### src/rtl/core/psd_pkg.sv
// psd_pkg: shared constants, command codes and controller/datapath structs
// used by every module of the smallest-divisor block but psd_ram
`default_nettype none
package psd_pkg;

   localparam int N_W        = 50;
   localparam int RANK_W     = 30;
   localparam int ROOT_W     = 25;
   localparam int TRIAL_W    = ROOT_W + 1;
   localparam int STORE_DEPTH = 16384;
   localparam int ADDR_W     = $clog2(STORE_DEPTH);
   localparam int CNT_W      = ADDR_W + 1;
   localparam int DIV_CNT_W  = $clog2(N_W + 1);

   localparam logic [N_W-1:0]    N_LIMIT    = N_W'(64'd1000000000000000);
   localparam logic [RANK_W-1:0] RANK_LIMIT = RANK_W'(32'd1000000000);

   localparam logic [3:0] CMD_NONE      = 4'd0;
   localparam logic [3:0] CMD_LOAD      = 4'd1;
   localparam logic [3:0] CMD_ROOT_MUL  = 4'd2;
   localparam logic [3:0] CMD_ROOT_CMP  = 4'd3;
   localparam logic [3:0] CMD_TRY_START = 4'd4;
   localparam logic [3:0] CMD_TRY_STORE = 4'd5;
   localparam logic [3:0] CMD_READ_LAST = 4'd6;
   localparam logic [3:0] CMD_LAST_MUL  = 4'd7;
   localparam logic [3:0] CMD_LAST_CMP  = 4'd8;
   localparam logic [3:0] CMD_PICK_READ = 4'd9;
   localparam logic [3:0] CMD_QUOT_START = 4'd10;
   localparam logic [3:0] CMD_RES_SMALL = 4'd11;
   localparam logic [3:0] CMD_RES_QUOT  = 4'd12;
   localparam logic [3:0] CMD_RES_ZERO  = 4'd13;

   typedef struct packed {
      logic [3:0] op;
   } dp_cmd_type;

   typedef struct packed {
      logic invalid;
      logic root_last;
      logic trial_last;
      logic div_done;
      logic overflow;
      logic rank_small;
      logic rank_large;
      logic pick_zero;
   } dp_status_type;

endpackage
`default_nettype wire

### src/rtl/core/psd_ctrl.sv
// psd_ctrl: sequencing state machine for the smallest-divisor block
// depends on psd_pkg
`default_nettype none
module psd_ctrl (
   input  wire logic                  clock,
   input  wire logic                  reset,
   input  wire logic                  req_fire,
   input  wire logic                  rsp_taken,
   input  wire psd_pkg::dp_status_type status,
   output psd_pkg::dp_cmd_type        cmd,
   output logic                       idle,
   output logic                       rsp_valid
);
   localparam logic [3:0] S_IDLE   = 4'd0;
   localparam logic [3:0] S_CHECK  = 4'd1;
   localparam logic [3:0] S_RMUL   = 4'd2;
   localparam logic [3:0] S_RCMP   = 4'd3;
   localparam logic [3:0] S_TSTART = 4'd4;
   localparam logic [3:0] S_TWAIT  = 4'd5;
   localparam logic [3:0] S_LREAD  = 4'd6;
   localparam logic [3:0] S_LMUL   = 4'd7;
   localparam logic [3:0] S_LCMP   = 4'd8;
   localparam logic [3:0] S_DECIDE = 4'd9;
   localparam logic [3:0] S_PREAD  = 4'd10;
   localparam logic [3:0] S_PDATA  = 4'd11;
   localparam logic [3:0] S_QWAIT  = 4'd12;
   localparam logic [3:0] S_DONE   = 4'd13;

   logic [3:0] state_ff, state_in;

   always_comb begin
      state_in = state_ff;
      cmd.op   = psd_pkg::CMD_NONE;
      unique case (state_ff)
         S_IDLE: begin
            if (req_fire) begin
               cmd.op   = psd_pkg::CMD_LOAD;
               state_in = S_CHECK;
            end
         end
         S_CHECK: begin
            if (status.invalid) begin
               cmd.op   = psd_pkg::CMD_RES_ZERO;
               state_in = S_DONE;
            end else begin
               state_in = S_RMUL;
            end
         end
         S_RMUL: begin
            cmd.op   = psd_pkg::CMD_ROOT_MUL;
            state_in = S_RCMP;
         end
         S_RCMP: begin
            cmd.op   = psd_pkg::CMD_ROOT_CMP;
            state_in = status.root_last ? S_TSTART : S_RMUL;
         end
         S_TSTART: begin
            cmd.op   = psd_pkg::CMD_TRY_START;
            state_in = S_TWAIT;
         end
         S_TWAIT: begin
            if (status.div_done) begin
               cmd.op   = psd_pkg::CMD_TRY_STORE;
               state_in = status.trial_last ? S_LREAD : S_TSTART;
            end
         end
         S_LREAD: begin
            cmd.op   = psd_pkg::CMD_READ_LAST;
            state_in = S_LMUL;
         end
         S_LMUL: begin
            cmd.op   = psd_pkg::CMD_LAST_MUL;
            state_in = S_LCMP;
         end
         S_LCMP: begin
            cmd.op   = psd_pkg::CMD_LAST_CMP;
            state_in = S_DECIDE;
         end
         S_DECIDE: begin
            if (status.overflow || !status.rank_large) begin
               cmd.op   = psd_pkg::CMD_RES_ZERO;
               state_in = S_DONE;
            end else begin
               state_in = S_PREAD;
            end
         end
         S_PREAD: begin
            cmd.op   = psd_pkg::CMD_PICK_READ;
            state_in = S_PDATA;
         end
         S_PDATA: begin
            if (status.rank_small) begin
               cmd.op   = psd_pkg::CMD_RES_SMALL;
               state_in = S_DONE;
            end else if (status.pick_zero) begin
               cmd.op   = psd_pkg::CMD_RES_ZERO;
               state_in = S_DONE;
            end else begin
               cmd.op   = psd_pkg::CMD_QUOT_START;
               state_in = S_QWAIT;
            end
         end
         S_QWAIT: begin
            if (status.div_done) begin
               cmd.op   = psd_pkg::CMD_RES_QUOT;
               state_in = S_DONE;
            end
         end
         S_DONE: begin
            if (rsp_taken) begin
               state_in = S_IDLE;
            end
         end
         default: begin
            state_in = S_IDLE;
         end
      endcase
   end

   always_ff @(posedge clock) begin
      if (reset) begin
         state_ff <= S_IDLE;
      end else begin
         state_ff <= state_in;
      end
   end

   assign idle      = state_ff == S_IDLE;
   assign rsp_valid = state_ff == S_DONE;
endmodule
`default_nettype wire
### config.mk
export PLATFORM = sky130hd
export DESIGN_NAME = psd_ctrl
export DESIGN_NICKNAME = d
export VERILOG_FILES = /design/src/rtl/core/psd_pkg.sv /design/src/rtl/core/psd_ctrl.sv
export SDC_FILE = /design/constraint.sdc
export NUM_CORES = 1
export LEC_CHECK = 0
export ABC_AREA = 1
export BUFFER_PORTS_ARGS = -buffer_cell sky130_fd_sc_hd__buf_2
export CAP_MARGIN = 5
export CORE_AREA = 2 2 39 41
export DETAILED_ROUTE_END_ITERATION = 8
export DIE_AREA = 0 0 41 43
export SETUP_SLACK_MARGIN = 0.2
export SYNTH_ARGS = -nofsm -noshare
export SYNTH_HDL_FRONTEND = slang
export SYNTH_SLANG_ARGS = --single-unit
### constraint.sdc
create_clock -name clock -period 1.5 [get_ports clock]
set_clock_uncertainty 0.15 [all_clocks]
set_input_delay 0.15 -clock clock [delete_from_list [all_inputs] [get_ports clock]]
set_output_delay 0.15 -clock clock [all_outputs]
set_load 0.01 [all_outputs]
==> metrics.cfg <==
[grt]
grt_usage = 0.229
grt_max_degree = 8
grt_pass1_wl_mm = 2.79
grt_overflow = 0
grt_pass1_vias = 686
antenna_found_initial = 0

[power]
cellLeakagePower_nw = 0.457
pwr_density_cell_mw_per_mm2 = 1960
peakVddDrop_mv = 1.07
total_power_w = 0.00164

[logic_synthesis]
netlist_area_um2 = 479
synthesis.nets = 105
yosys_warnings = 0
synth_cell_types = 15
synth-seq-area-share = 0.167
synthCells = 93
syn_avg_cell_area_um2 = 5.15
yosys_register_bits = 4

[sta]
fmax_ghz = 0.605
relSlewSlack = 0.838
fin_ws_ns = -0.153
worst_pin_slew_ns = 0.242
rsz0062_at_grt = true
maxSlewViolCount = 0
hold_violations = 0
min_period_ns = 1.65
finalCritPeriodShare = 1.10
setup_viol = 9
fin_setup_tns_ns = -1.18

[route]
wl_mm = 1.68
drt_iter0_drc = 20
drtAntennaViolNets = 0
drtPass1Iterations = 4
vias = 719
drcViolationCount = 0
viasPerCell = 4.83
routedWlPerCell_um = 11.3

[worst_setup_path]
slowest_stage = dfxtp_4
cp-end-kind = output port
worstPathRequired_ns = 1.20
max_stage_delay_ns = 0.38
critical_path.max_fanout = 7
r2r_cells = 10
r2r-end = state_ff[0]$_SDFFE_PP0P_
criticalPathCategory = register to output port
arrival_ns = 1.35
cp_common_cell = nand2_1
r2r_slack_ns = -0.14
start_kind = register
path_cells = nand2_1 -> inv_2 -> nand2_1 -> o21ai_2 -> inv_1 -> nand4_1 -> buf_2
r2r_start = state_ff[0]$_SDFFE_PP0P_

[clocking]
path_clk_slew_ns = 0.04
clockBufferDepth = 2
numCtsBuffers = 3
cts_htree_levels = 1
clkSinkCount = 4
clockRootBuffer = clkbuf_4
cts_tree = built
clock_latency_ns = 0.23

[placement]
place.gp.congestion = 0.896
place.detailed.hpwl_mm = 1.19
port_buffers = 17
placed_area_um2 = 653
placed_cells = 135

[cells_and_area]
fin_util = 0.605
largest_reg_flops = 4
finalNonFillerCells = 149
num-nets-final = 147
design_area_um2 = 837
antenna_cells = 0
reg_top3 = state_ff (4)
fill_cells = 132
post_route_cells_drive_above_1_share = 0.481
top_register = state_ff
syn_to_final_growth_pct = 74.7

[floorplanning]
die_h_um = 43
dieArea_mm2 = 0.00176
rows = 14
initial_utilization = 0.346
ioPinCount = 18
fp.dieW_um = 41
core_area_mm2 = 0.00138

[worst_hold_path]
whs_path_depth = 5
min_path_type = input pin to register
holdPathEnd = state_ff[1]$_SDFFE_PP0P_
min_from = status[5]

[run_status]
violations = negative setup slack
status = finished, violations left

[job]
cap_viol_max_count = 0

timing repair:
item | in CTS | in global routing
gates resized for setup | 22 | 7
hold endpoints to repair | 4 | 0
buffers inserted | 10 | 0
pin swaps | 5 | 3
hold buffers | 1 | 0
endpoints found under the setup margin | 10 | 10
where the power goes:
part	switching [W]	leakage [nW]	total [W]	internal, W
logic	0.000640	0.408	0.00125	0.000612
clock network	0.0000394	0.0138	0.000129	0.0000892
registers	0.0000879	0.0353	0.000264	0.000176
layer usage:
layer | GRT usage | part of all wire
met1 | 0.277 | 0.43
met2 | 0.397 | 0.54
met3 | 0.0157 | 0.030
met4 | 0.0800 | 0
met5 | 0 | 0
cells in the mapped netlist, drive strengths merged:
cell | number | area (µm²)
nand2 | 26 | 97.6
nor2 | 15 | 68.8
o21ai | 9 | 48.8
dfxtp | 4 | 80.1
nand3 | 10 | 50.1
nand4 | 2 | 12.5
inv | 16 | 60.1
or2 | 1 | 6.26
nand3b | 2 | 15.0
a21oi | 4 | 20.0
nor3 | 4 | 20.0
how the worst max path moves through the flow:
stage	start	end	slack [ns]	depth (start not counted)
floorplan	state_ff[1]$_SDFFE_PP0P_	cmd[2]	0.20	5
global placement	state_ff[0]$_SDFFE_PP0P_	cmd[2]	-0.08	7
detailed placement	state_ff[0]$_SDFFE_PP0P_	cmd[2]	-0.04	7
CTS	state_ff[0]$_SDFFE_PP0P_	cmd[2]	-0.17	7
global route	state_ff[0]$_SDFFE_PP0P_	cmd[0]	-0.27	7
finish	state_ff[3]$_SDFFE_PP0P_	cmd[3]	-0.15	7
per-stage QoR:
step	setup WS [ns]	hold WS, ns
floorplan	0.202	0.0617
finish	-0.153	0.172
CTS	-0.172	0.163
global placement	-0.0801	0.204
detailed placement	-0.0375	0.206
global route	-0.270	0.203
cell usage in the layout, fill, tap and decap left out, types with 3 or more instances in the layout:
cell type / synthesis / layout
a21oi_1: 4 / 3
buf_2: 0 / 17
buf_4: 0 / 16
buf_6: 0 / 3
clkbuf_4: 0 / 3
dfxtp_4: 0 / 3
inv_1: 14 / 12
nand2_1: 26 / 23
nand2_2: 0 / 3
nand3_1: 10 / 6
nand3_2: 0 / 4
nor2_1: 12 / 10
nor2_2: 2 / 3
nor3_1: 4 / 4
o21ai_0: 8 / 4
o21ai_2: 1 / 3
critical path, delay by kind of cell (launching register included):
kind | cells | cell delay [ns]
buffers and inverters | 3 | 0.30
AO/OA/AOI/OAI | 1 | 0.15
AND/OR/NAND/NOR | 3 | 0.30
flip-flops | 1 | 0.38
logic make-up after synthesis:
family	synth area share
AOI/OAI and AO/OA	0.144
buffers and inverters	0.125
DFF	0.167
and+or+nand+nor	0.564
area by class of cell:
type                    count  area, µm²  share of cell area
well taps                  16       20.0              0.0239
repair buffers             37        249               0.297
multi-input cells          73        388               0.463
clock buffers               3       22.5              0.0269
inverters                  16       65.1              0.0777
flip-flops and latches      4       92.6               0.111
(Power assumes the default switching activity.)
